### src/hw/rtl/pfrt_pkg.sv
// Package for the position frame receiver: widths, protocol constants,
// parser phase type, the parser verdict struct and the output result struct.
// No dependencies.
package pfrt_pkg;

  localparam int PAYLOAD_BYTES = 8;
  localparam int CNT_W         = $clog2(PAYLOAD_BYTES + 1);
  localparam int IDX_W         = $clog2(PAYLOAD_BYTES);
  localparam int BYTE_W        = 8;
  localparam int WORD_W        = 16;
  localparam int POS_WORDS     = 4;
  localparam int TGT_WORDS     = 3;

  localparam logic [BYTE_W-1:0] HEADER_BYTE = 8'hAA;
  localparam logic [BYTE_W-1:0] KIND_POS    = 8'h01;
  localparam logic [BYTE_W-1:0] KIND_TGT    = 8'h02;
  localparam logic [BYTE_W-1:0] LEN_POS     = 8'd8;
  localparam logic [BYTE_W-1:0] LEN_TGT     = 8'd6;

  localparam logic [WORD_W-1:0] TIMEOUT_RESET = 16'd1000;
  localparam logic [WORD_W-1:0] TIMER_MAX     = 16'hFFFF;

  typedef enum logic {
    OP_BYTE = 1'b0,
    OP_TICK = 1'b1
  } op_t;

  typedef enum logic [2:0] {
    PH_HEADER = 3'd0,
    PH_LENGTH = 3'd1,
    PH_TYPE   = 3'd2,
    PH_DATA   = 3'd3,
    PH_CHECK  = 3'd4
  } phase_t;

  typedef logic [WORD_W-1:0] word_t;

  // Parser verdict for the byte currently presented.
  typedef struct packed {
    logic                         good;
    logic                         load_pos;
    logic                         load_tgt;
    word_t [POS_WORDS-1:0]        pos;
    word_t [TGT_WORDS-1:0]        tgt;
  } parse_res_t;

  typedef struct packed {
    word_t [POS_WORDS-1:0]        pos;
    word_t [TGT_WORDS-1:0]        tgt;
    logic                         offline;
    logic                         good;
  } result_t;

endpackage

### src/hw/rtl/pfrt_parser.sv
// Frame parser: header, length, type, data, checksum.
// Holds the payload bytes, decodes words from them and checks the checksum.
// Depends on pfrt_pkg.
module pfrt_parser (
  input  logic                        clk,
  input  logic                        rst_n,
  input  logic                        byte_en,
  input  logic [pfrt_pkg::BYTE_W-1:0] rx_byte,
  output pfrt_pkg::parse_res_t        res
);
  import pfrt_pkg::*;

  phase_t              phase_r, phase_nxt;
  logic [BYTE_W-1:0]   length_r, length_nxt;
  logic [BYTE_W-1:0]   kind_r, kind_nxt;
  logic [CNT_W-1:0]    count_r, count_nxt;
  logic [BYTE_W-1:0]   sum_r, sum_nxt;
  logic [BYTE_W-1:0]   payload_r [PAYLOAD_BYTES];
  logic                store_en;
  logic [CNT_W-1:0]    cnt_inc;

  assign cnt_inc = count_r + CNT_W'(1);

  always_comb begin
    phase_nxt    = phase_r;
    length_nxt   = length_r;
    kind_nxt     = kind_r;
    count_nxt    = count_r;
    sum_nxt      = sum_r;
    store_en     = 1'b0;
    res.good     = 1'b0;
    res.load_pos = 1'b0;
    res.load_tgt = 1'b0;
    for (int i = 0; i < POS_WORDS; i++) begin
      res.pos[i] = {payload_r[2*i+1], payload_r[2*i]};
    end
    for (int i = 0; i < TGT_WORDS; i++) begin
      res.tgt[i] = {payload_r[2*i+1], payload_r[2*i]};
    end
    unique case (phase_r)
      PH_HEADER: begin
        if (rx_byte == HEADER_BYTE) begin
          sum_nxt   = '0;
          phase_nxt = PH_LENGTH;
        end
      end
      PH_LENGTH: begin
        length_nxt = rx_byte;
        sum_nxt    = sum_r + rx_byte;
        count_nxt  = '0;
        phase_nxt  = PH_TYPE;
      end
      PH_TYPE: begin
        kind_nxt  = rx_byte;
        sum_nxt   = sum_r + rx_byte;
        phase_nxt = PH_DATA;
      end
      PH_DATA: begin
        if (count_r < CNT_W'(PAYLOAD_BYTES)) begin
          store_en  = 1'b1;
          sum_nxt   = sum_r + rx_byte;
          count_nxt = cnt_inc;
        end
        if ({{(BYTE_W-CNT_W){1'b0}}, count_nxt} >= length_r ||
            count_nxt >= CNT_W'(PAYLOAD_BYTES)) begin
          phase_nxt = PH_CHECK;
        end
      end
      PH_CHECK: begin
        if (sum_r == rx_byte) begin
          res.good     = 1'b1;
          res.load_pos = (kind_r == KIND_POS) && (length_r == LEN_POS);
          res.load_tgt = (kind_r == KIND_TGT) && (length_r == LEN_TGT);
        end
        phase_nxt = PH_HEADER;
      end
      default: phase_nxt = PH_HEADER;
    endcase
  end

  always_ff @(posedge clk) begin
    if (!rst_n) begin
      phase_r  <= PH_HEADER;
      length_r <= '0;
      kind_r   <= '0;
      count_r  <= '0;
      sum_r    <= '0;
    end else if (byte_en) begin
      phase_r  <= phase_nxt;
      length_r <= length_nxt;
      kind_r   <= kind_nxt;
      count_r  <= count_nxt;
      sum_r    <= sum_nxt;
    end
  end

  always_ff @(posedge clk) begin
    if (byte_en && store_en) begin
      payload_r[count_r[IDX_W-1:0]] <= rx_byte;
    end
  end

endmodule

### src/hw/rtl/position_frame_receiver_with_timeout.sv
// Top level of the position frame receiver with link timeout.
// Instantiates pfrt_parser; depends on pfrt_pkg.
//
// Each request is a received byte or a timer tick and yields exactly one
// result carrying all seven words, the offline flag and a frame-good strobe.
// One request is taken per cycle while in_stall is low. Its result is
// registered in a two-entry output buffer (result register plus skid)
// that lets requests keep flowing while a result waits; in_stall rises
// only when both entries are full, and is held high in reset. cfg_ready is
// high whenever out of reset; write timeout_ms only while the block is idle.
module position_frame_receiver_with_timeout (
  input  logic                          clk,
  input  logic                          rst_n,
  input  logic                          in_valid,
  output logic                          in_stall,
  input  logic                          in_operation,
  input  logic [pfrt_pkg::BYTE_W-1:0]   in_rx_byte,
  input  logic [pfrt_pkg::BYTE_W-1:0]   in_tick_ms,
  output logic                          out_valid,
  input  logic                          out_stall,
  output logic signed [pfrt_pkg::WORD_W-1:0] out_position_x,
  output logic signed [pfrt_pkg::WORD_W-1:0] out_position_y,
  output logic signed [pfrt_pkg::WORD_W-1:0] out_heading_x,
  output logic signed [pfrt_pkg::WORD_W-1:0] out_heading_y,
  output logic signed [pfrt_pkg::WORD_W-1:0] out_target_x,
  output logic signed [pfrt_pkg::WORD_W-1:0] out_target_y,
  output logic signed [pfrt_pkg::WORD_W-1:0] out_target_z,
  output logic                          out_link_offline,
  output logic                          out_frame_good,
  input  logic                          cfg_valid,
  output logic                          cfg_ready,
  input  logic [pfrt_pkg::WORD_W-1:0]   cfg_timeout_ms
);
  import pfrt_pkg::*;

  logic                   in_acc;
  logic                   byte_en;
  logic                   out_take;
  parse_res_t             pres;

  logic [WORD_W-1:0]      timeout_r;
  logic [WORD_W-1:0]      timer_r, timer_nxt;
  logic                   offline_r, offline_nxt;
  word_t [POS_WORDS-1:0]  pos_r, pos_nxt;
  word_t [TGT_WORDS-1:0]  tgt_r, tgt_nxt;
  logic [WORD_W:0]        timer_sum;
  result_t                res_nxt;
  result_t                main_r, skid_r;
  logic                   main_valid_r, skid_valid_r;

  assign in_stall  = skid_valid_r || !rst_n;
  assign in_acc    = in_valid && !in_stall;
  assign byte_en   = in_acc && (in_operation == OP_BYTE);
  assign out_take  = main_valid_r && !out_stall;
  assign cfg_ready = rst_n;

  pfrt_parser u_parser (
    .clk     (clk),
    .rst_n   (rst_n),
    .byte_en (byte_en),
    .rx_byte (in_rx_byte),
    .res     (pres)
  );

  assign timer_sum = {1'b0, timer_r} + {{(WORD_W+1-BYTE_W){1'b0}}, in_tick_ms};

  always_comb begin
    timer_nxt   = timer_r;
    offline_nxt = offline_r;
    pos_nxt     = pos_r;
    tgt_nxt     = tgt_r;
    if (in_operation == OP_TICK) begin
      if (timer_r < timeout_r) begin
        timer_nxt = timer_sum[WORD_W] ? TIMER_MAX : timer_sum[WORD_W-1:0];
      end else begin
        offline_nxt = 1'b1;
        pos_nxt     = '0;
        tgt_nxt     = '0;
      end
    end else if (pres.good) begin
      timer_nxt   = '0;
      offline_nxt = 1'b0;
      if (pres.load_pos) pos_nxt = pres.pos;
      if (pres.load_tgt) tgt_nxt = pres.tgt;
    end
    res_nxt.pos     = pos_nxt;
    res_nxt.tgt     = tgt_nxt;
    res_nxt.offline = offline_nxt;
    res_nxt.good    = (in_operation == OP_BYTE) && pres.good;
  end

  always_ff @(posedge clk) begin
    if (!rst_n) begin
      timeout_r <= TIMEOUT_RESET;
      timer_r   <= '0;
      offline_r <= 1'b0;
      pos_r     <= '0;
      tgt_r     <= '0;
    end else begin
      if (cfg_valid && cfg_ready) timeout_r <= cfg_timeout_ms;
      if (in_acc) begin
        timer_r   <= timer_nxt;
        offline_r <= offline_nxt;
        pos_r     <= pos_nxt;
        tgt_r     <= tgt_nxt;
      end
    end
  end

  // result register with skid entry behind it
  always_ff @(posedge clk) begin
    if (!rst_n) begin
      main_valid_r <= 1'b0;
      skid_valid_r <= 1'b0;
    end else if (skid_valid_r) begin
      if (out_take) begin
        main_r       <= skid_r;
        skid_valid_r <= 1'b0;
      end
    end else if (in_acc) begin
      if (!main_valid_r || out_take) begin
        main_r       <= res_nxt;
        main_valid_r <= 1'b1;
      end else begin
        skid_r       <= res_nxt;
        skid_valid_r <= 1'b1;
      end
    end else if (out_take) begin
      main_valid_r <= 1'b0;
    end
  end

  assign out_valid        = main_valid_r;
  assign out_position_x   = main_r.pos[0];
  assign out_position_y   = main_r.pos[1];
  assign out_heading_x    = main_r.pos[2];
  assign out_heading_y    = main_r.pos[3];
  assign out_target_x     = main_r.tgt[0];
  assign out_target_y     = main_r.tgt[1];
  assign out_target_z     = main_r.tgt[2];
  assign out_link_offline = main_r.offline;
  assign out_frame_good   = main_r.good;

  a_skid_behind_main: assert property (@(posedge clk) disable iff (!rst_n)
    skid_valid_r |-> main_valid_r)
    else $error("skid entry held with empty result register");

  a_good_not_offline: assert property (@(posedge clk) disable iff (!rst_n)
    (out_valid && out_frame_good) |-> !out_link_offline)
    else $error("good frame reported while offline");

  a_offline_on_tick: assert property (@(posedge clk) disable iff (!rst_n)
    $rose(offline_r) |-> $past(in_acc && (in_operation == OP_TICK)))
    else $error("offline set without an accepted tick");

endmodule
### config.mk
export PLATFORM = sky130hd
export DESIGN_NAME = position_frame_receiver_with_timeout
export DESIGN_NICKNAME = d
export VERILOG_FILES = /design/src/hw/rtl/pfrt_pkg.sv /design/src/hw/rtl/pfrt_parser.sv /design/src/hw/rtl/position_frame_receiver_with_timeout.sv
export SDC_FILE = /design/constraint.sdc
export NUM_CORES = 1
export LEC_CHECK = 0
export BUFFER_PORTS_ARGS = -buffer_cell sky130_fd_sc_hd__buf_2
export CAP_MARGIN = 20
export CORE_AREA = 3 3 221 180
export DETAILED_ROUTE_END_ITERATION = 8
export DIE_AREA = 0 0 224 183
export GPL_TIMING_DRIVEN = 0
export PLACE_DENSITY = 0.82
export SYNTH_ARGS = -nofsm -noshare
export SYNTH_HDL_FRONTEND = slang
export SYNTH_SLANG_ARGS = --single-unit
export TNS_END_PERCENT = 50
### constraint.sdc
create_clock -name clk -period 7.9 [get_ports clk]
set_clock_uncertainty 0.05 [all_clocks]
set_input_delay 0.79 -clock clk [delete_from_list [all_inputs] [get_ports clk]]
set_output_delay 0.79 -clock clk [all_outputs]
set_load 0.05 [all_outputs]
==> qor.yml, run 1 <==
status:
  status: "complete, no violations"
place:
  pre_cts_slack_ns: 3.51
  gp_congestion: 0.898
  post-dp-hpwl_um: 40000
  port_buffers: 151
  place_inst: 2542
cts:
  clock_latency_ns: 0.57
  cts_tree: "built"
  clock_path_buffers: 3
  cts.sinks: 470
  ctsRootBufferMaster: "clkbuf_16"
  ctsHoldBuffers: 0
  path_clk_slew_ns: 0.06
  cts.repair.resized: 0
  htree_levels: 2
  post-cts-setup-buffers: 0
  cts_buffers: 45
routing:
  remaining_drc_errors: 0
  drt_wl_total_um: 58200
  ant_nets: 0
  first_pass_iters: 6
  vias: 16300
  routedWlPerCell_um: 22.1
  drtIter0Drc: 2135
  vias_per_cell: 6.22
synthesis:
  async_flop_share: 0
  synth_warnings: 0
  synth_nets: 1964
  synth-seq-cells: 470
  synth_largest_area_cell: "edfxtp_1"
  synth_cell_types: 67
  syn_area_per_cell_sq_um: 11.0
  seq_area_frac_synth: 0.596
  yosysMostFrequentCell: "edfxtp_1"
  synth_area_leaders: "edfxtp_1 (42%), dfxtp_1 (17%), nand2_1 (4.7%)"
  netlist_area_sq_um: 20700
  synth-main-ff-cell: "edfxtp_1"
  synth_top_area_share: 0.424
  synth_common_cells: "edfxtp_1 (292), nand2_1 (258), dfxtp_1 (178), o21ai_0 (142), nor2_1 (131)"
  synthesis.instances: 1890
  synth_edf_count: 292
floorplanning:
  chipHeight_um: 183
  initial_core_util: 0.547
  die_w_um: 224
  ios: 155
  core-area_sq_um: 37900
  placementRows: 64
  die_area_sq_um: 41000
critical_path:
  cpMaxStageDelayCell: "clkbuf_1"
  path_cells: "buf_2 > ha_1 > nor4_1 > nand4_2 > or3_1 > nor2_1 > clkbuf_1 > and3_1 > a221o_1"
  endpoint_kind: "flop"
  critical_path_class: "in -> reg"
  arrival_ns: 4.38
  required_ns: 8.26
  path_buf_inv: 2
  worstPathMaxFanout: 12
  crit_family: "simple AND/OR/NAND/NOR gates"
  start_kind: "primary input"
  cpPeakStageDelay_ns: 0.62
layout:
  area_delta_synth_final_pct: 14.6
  fin_nets: 2172
  final_cells: 2630
  n_antenna_cell: 0
  layout-drive-gt1-share: 0.126
global_routing:
  gr-total-overflow: 0
  antenna_found_initial: 1
  grt_pass1_wl_um: 89000
  grt_max_degree: 40
  grt_util_all_layers: 0.276
  grt_pass1_vias: 15800
sta:
  tightest_slew_ns: 1.06
  setup_ws_ns: 3.88
  hold_violations: 0
  setup_viol: 0
  finalCriticalPeriod_ns: 4.02
  max_slew_margin: 0.291
  rsz0062_at_grt: "false"
  timing.final.crit_share: 0.508
  fmaxAchievable_ghz: 0.249
  setup-tns-final_ns: 0
  slew_violations: 0
pwr:
  worst_ir_drop_vdd_v: 0.000171
  pwr_density_cell_nw_per_um2: 220
  p_total_mw: 5.21
  leakage_nw: 8.65
run:
  drv_cap: 0
min_path:
  min-delay-path-class: "in -> reg"
-- layer usage --
layer  share of wire  GRT usage  vias to the layer above
met1            0.41      0.380                     7789
met4           0.044      0.120                        2
li1                -          -                     7403
met2            0.44      0.425                      973
met3            0.11     0.0629                      181
met5         0.00022          0                        -
-- worst register-to-register path, delay by kind of cell, from the launching register on --
family,cells,cell delay [ns]
compound gates,4,2.28
buf+inv,1,0.49
flops,1,0.38
fa+ha+maj,1,0.32
simple gates,1,0.13
-- metrics by stage --
step	hold slack (ns)	area [sq um]	util
floorplan	0.390	20700	-
global placement	0.399	22100	0.583
detailed placement	0.412	22200	0.586
CTS	0.394	23700	0.625
global route	0.419	23700	0.626
finish	0.407	23700	0.626
-- sequential cells by signal, indices dropped and copies added (netlist names), 3 cells and up --
name,count
out_heading_x,16
out_heading_y,16
out_position_x,16
out_position_y,16
out_target_x,16
out_target_y,16
out_target_z,16
pos_r,64
skid_r,114
tgt_r,48
timeout_r,16
timer_r,16
u_parser.count_r,4
u_parser.kind_r,8
u_parser.length_r,8
u_parser.payload_r,64
u_parser.phase_r,3
u_parser.sum_r,8
-- final timing paths --
| kind | startpoint | endpoint | slack [ns] | cells past startpoint |
|---|---|---|---|---|
| setup reg to reg | timer_r[11] | out_heading_y[3] | 3.92 | 7 |
| hold reg to reg | pos_r[4] | pos_r[4] | 0.43 | 2 |
| hold / removal | cfg_timeout_ms[3] | timeout_r[3] | 0.41 | 3 |
| setup / recovery | in_rx_byte[4] | out_target_z[1] | 3.88 | 9 |
-- layout make-up --
type,instances,area [sq um]
plain buffers,140,577
inverters,34,128
well taps,495,619
fillers,2944,14200
multi-input cells,1246,7680
clock inverters,29,264
flip-flops and latches,470,12300
clock buffers,55,1220
repair buffers,161,905
-- where the power goes --
| part | switching, mW | internal, mW | leakage, nW | total [mW] |
|---|---|---|---|---|
| combinational | 0.287 | 0.0766 | 3.74 | 0.363 |
| clock | 0.934 | 1.26 | 0.733 | 2.19 |
| sequential | 0.0141 | 2.64 | 4.18 | 2.65 |
| total | 1.23 | 3.97 | 8.65 | 5.21 |
-- layout by cell type (no fill, tap or decap), types with 34 or more instances in the layout --
cell type / instances
a21oi_1: 59
mux2i_1: 90
o21ai_0: 142
a221o_1: 47
and3_1: 79
ha_1: 34
a22oi_1: 37
a22o_1: 48
edfxtp_1: 292
nand3_1: 59
buf_2: 170
dfxtp_1: 178
clkbuf_1: 118
nor2b_1: 57
clkbuf_16: 47
nand2_1: 258
o211ai_1: 67
nor2_1: 129
-- cells by family (layout without fill, tap and decap cells) --
family | after synthesis | count (layout) | share of synthesized area
AO/OA/AOI/OAI | 460 | 460 | 0.152
XOR/XNOR | 12 | 12 | 0.00508
adder cells (fa/ha/maj) | 37 | 37 | 0.0230
buffers and inverters | 174 | 419 | 0.0340
flip-flops | 470 | 470 | 0.596
multiplexers | 91 | 91 | 0.0441
AND/OR/NAND/NOR | 646 | 646 | 0.146
No activity file was read; power rests on OpenSTA's default activity.
==> run 2, diff against run 1 <==
--- a/config.mk
+++ b/config.mk
@@ -5,11 +5,12 @@
 export SDC_FILE = /design/constraint.sdc
 export NUM_CORES = 1
 export LEC_CHECK = 0
+export ABC_AREA = 1
 export BUFFER_PORTS_ARGS = -buffer_cell sky130_fd_sc_hd__buf_2
 export CAP_MARGIN = 20
-export CORE_AREA = 3 3 221 180
+export CORE_AREA = 3 3 226 184
 export DETAILED_ROUTE_END_ITERATION = 8
-export DIE_AREA = 0 0 224 183
+export DIE_AREA = 0 0 229 187
 export GPL_TIMING_DRIVEN = 0
 export PLACE_DENSITY = 0.82
 export SYNTH_ARGS = -nofsm -noshare
==> constraint.sdc (replaced) <==
create_clock -name clk -period 3.9 [get_ports clk]
set_clock_uncertainty 0.05 [all_clocks]
set_input_delay 0.39 -clock clk [delete_from_list [all_inputs] [get_ports clk]]
set_output_delay 0.39 -clock clk [all_outputs]
set_load 0.05 [all_outputs]
==> qor.yml, run 2 <==
status:
  status: "complete, no violations"  # unchanged
pwr:
  leakage_nw: 11.4  # was 8.65 nW
  seqPwrFrac: 0.503  # was 0.509
  p_clk_frac: 0.434  # was 0.421
  worst_ir_drop_vdd_v: 0.000312  # was 0.000171 V
  p_int_mw: 8.16  # was 3.97 mW
  p_sw_frac: 0.235  # was 0.237
  p_sw_mw: 2.51  # was 1.23 mW
  p_total_mw: 10.7  # was 5.21 mW
  p_comb_frac: 0.063  # was 0.070
  pwr_density_cell_nw_per_um2: 429  # was 220 nW/um^2
sta:
  rsz0062_at_grt: "false"  # unchanged
  timing.final.crit_share: 0.870
  fmaxAchievable_ghz: 0.295
  setup_viol: 0  # unchanged
  whs_ns: 0.0105  # was 0.407 ns
  tightest_slew_ns: 1.04  # was 1.06 ns
  finalCriticalPeriod_ns: 3.39
  max_slew_margin: 0.300  # was 0.291
  hold_violations: 0  # unchanged
  slew_violations: 0  # unchanged
critical_path:
  path_cells: "buf_2 > inv_4 > nand3_4 > inv_2 > clkbuf_1 > o21a_4 > buf_16"  # was buf_2 > ha_1 > nor4_1 > nand4_2 > or3_1 > nor2_1 > clkbuf_1 > and3_1 > a221o_1
  cpMaxStageDelayCell: "clkbuf_1"  # unchanged
  r2r_start: "skid_valid_r"  # was timer_r[11]
  required_ns: 4.07  # was 8.26 ns
  critical_path_class: "reg -> reg"  # was in -> reg
  crit_family: "buffers and inverters"  # was simple AND/OR/NAND/NOR gates
  rrSetupSlack_ns: 0.51  # was 3.92 ns
  worstPathMaxFanout: 67  # was 12
  start_kind: "flop"  # was primary input
  cpPeakStageDelay_ns: 0.75  # was 0.62 ns
  path_buf_inv: 5  # was 2
  endpoint_kind: "flop"  # unchanged
  arrival_ns: 3.56  # was 4.38 ns
  reg2reg_to: "out_target_y[3]"  # was out_heading_y[3]
  reg2regPathDepth: 7  # unchanged
layout:
  largest_reg_flops: 114  # unchanged
  fin_nets: 2867  # was 2172
  multiInputGateArea_sq_um: 7740  # was 7680 sq um
  regArea_sq_um: 12300  # unchanged
  fill_cells: 3233  # was 2944
  area_delta_synth_final_pct: 14.6  # about the same
  top_register: "skid_r"  # unchanged
  n_antenna_cell: 0  # unchanged
  layout_commonest_cell: "nand2_1"  # was edfxtp_1
  layout-drive-gt1-share: 0.114  # was 0.126
  final_area_sq_um: 24800  # was 23700 sq um
  final_util: 0.631  # was 0.626
  most-common-layout-cells: "nand2_1 (1063), nand3_1 (373), edfxtp_1 (292)"  # was edfxtp_1 (292), nand2_1 (258), dfxtp_1 (178)
routing:
  first_pass_iters: 8  # was 6
  vias_per_cell: 5.46  # was 6.22
  vias: 18400  # was 16300
  drtIter0Drc: 2173  # was 2135
  routedWlPerCell_um: 17.5  # was 22.1 um
  ant_nets: 0  # unchanged
  remaining_drc_errors: 0  # unchanged
  drt_wl_total_um: 58700  # was 58200 um
global_routing:
  antenna_found_initial: 0  # was 1
  grt_pass1_vias: 17200  # was 15800
  grt_max_degree: 68  # was 40
  grt_util_all_layers: 0.268  # was 0.276
  grt_pass1_wl_um: 92200  # was 89000 um
  gr-total-overflow: 0  # unchanged
place:
  post-dp-hpwl_um: 41600  # was 40000 um
  placed_area_sq_um: 23200  # was 22200 sq um
  port_buffers: 153  # was 151
  gp_congestion: 0.956  # was 0.898
synthesis:
  synthesis.instances: 2581  # was 1890
  syn_area_per_cell_sq_um: 8.40  # was 11.0 sq um
  synth_cell_types: 45  # was 67
  synth_top_family_by_area: "simple AND/OR/NAND/NOR gates"  # was compound AO/OA/AOI/OAI gates
  async_flop_share: 0  # unchanged
  synth-main-ff-cell: "edfxtp_1"  # unchanged
  synth_common_cells: "nand2_1 (1063), nand3_1 (373), edfxtp_1 (292), inv_1 (240), dfxtp_1 (178)"  # was edfxtp_1 (292), nand2_1 (258), dfxtp_1 (178), o21ai_0 (142), nor2_1 (131)
  seq_area_frac_synth: 0.569  # was 0.596
  synthMuxAreaShare: 0  # was 0.0441
  synth_edf_count: 292  # unchanged
  synth_compound_area_frac: 0.0292  # was 0.152
  synth_largest_area_cell: "edfxtp_1"  # unchanged
  synth_fa_ha_area_frac: 0.0215  # was 0.0230
  yosysMostFrequentCell: "nand2_1"  # was edfxtp_1
  synth_xor_area_frac: 0.00162  # was 0.00508
  synth_warnings: 0  # unchanged
  synth_nets: 2655  # was 1964
  synth-seq-cells: 470  # unchanged
  synth-simple-area-share: 0.304  # was 0.146
  synth_top_area_share: 0.404  # was 0.424
  synth_area_leaders: "edfxtp_1 (40%), nand2_1 (18%), dfxtp_1 (16%)"  # was edfxtp_1 (42%), dfxtp_1 (17%), nand2_1 (4.7%)
  netlist_area_sq_um: 21700  # was 20700 sq um
floorplanning:
  core-area_sq_um: 39400  # was 37900 sq um
  chipHeight_um: 187  # was 183 um
  placementRows: 65  # was 64
  die_area_sq_um: 42800  # was 41000 sq um
  ios: 155  # unchanged
  initial_core_util: 0.551  # was 0.547
  die_w_um: 229  # was 224 um
cts:
  htree_levels: 2  # unchanged
  cts_buffers: 45  # unchanged
  path_clk_slew_ns: 0.06  # about the same
  clock_path_buffers: 3  # unchanged
  ctsRootBufferMaster: "clkbuf_16"  # unchanged
  cts.repair.resized: 0  # unchanged
  clock_latency_ns: 0.57  # about the same
  cts.sinks: 470  # unchanged
  cts_tree: "built"  # unchanged
min_path:
  hold_path_depth: 3  # unchanged
  whs_endpoint: "timeout_r[6]"  # was timeout_r[3]
  min_from: "cfg_timeout_ms[6]"  # was cfg_timeout_ms[3]
  min-delay-path-class: "in -> reg"  # unchanged
run:
  drv_cap: 0  # unchanged
run 2: cell count changes after synthesis, moves of 66 or more:
cell      before   now
and3_1        79     0
nand2_1      258  1063
nand3_1       59   373
mux2i_1       90     0
inv_1         33   240
o21ai_0      142    34
o211ai_1      67     1
run 2: power by group through the flow:
stage          Combinational (mW)  Sequential (mW)  Clock [mW]
2_1_floorplan               0.249             5.67           0
4_1_cts                     0.672             5.37        4.67
6_report                    0.675             5.37        4.63
5_1_grt                     0.719             5.37        4.87
3_5_place_dp                0.666             5.47           0
3_3_place_gp                0.645             5.48           0
run 2: worst max-delay path by stage:
stage	from	to	slack [ns]	depth (start not counted)
floorplan	rst_n	out_frame_good	-0.30	5
global placement	skid_valid_r	out_target_x[10]	-1.97	6
detailed placement	skid_valid_r	out_target_x[10]	0.54	7
CTS	skid_valid_r	out_target_y[3]	0.53	7
global route	skid_valid_r	out_target_y[3]	0.36	7
finish	skid_valid_r	out_target_y[3]	0.51	7
run 2: what timing repair did:
| item | 4_1_cts | 5_1_grt |
|---|---|---|
| endpoints found under the hold margin | 3 | 0 |
| hold buffers | 3 | 0 |
| setup buffers | 0 | 0 |
run 2: metrics by stage:
step | std cells | setup TNS [ns] | setup WS [ns]
after floorplan | 2581 | -34.48 | -0.302
after CTS | 3361 | 0 | 0.531
final | 3365 | 0 | 0.508
after global placement | 3270 | -223.17 | -1.97
after detailed placement | 3275 | 0 | 0.540
after global routing | 3365 | 0 | 0.360
run 2: kinds of logic after synthesis:
group | Yosys count
and+or+nand+nor | 1572
DFF | 470
buffers and inverters | 383
AOI/OAI and AO/OA | 116
adders and majority gates | 36
xor gates and xnor gates | 4
run 2: layer usage:
metal  wire (um)  up-vias  part of all wire  track usage
li1            -     8787                 -            -
met5           0        -                 0            0
met4        1990        0             0.034       0.0991
met2       26200      965              0.45        0.420
met1       24500     8482              0.42        0.370
met3        6090      153              0.10       0.0580
run 2: worst register-to-register path, stage by stage (launching register included):
cell	delay [ns]
dfxtp_1	0.29
buf_2	0.26
inv_4	0.22
nand3_4	0.15
inv_2	0.22
clkbuf_1	0.75
o21a_4	0.68
buf_16	0.33
run 2: final cells by class:
class                      instances  area share
clock inverter                    32      0.0147
buffer                           136      0.0280
multi-input combinational       1728       0.311
tap                              536      0.0270
timing repair buffer             165      0.0368
clock buffer                      51      0.0483
sequential                       470       0.496
inverter                         247      0.0375
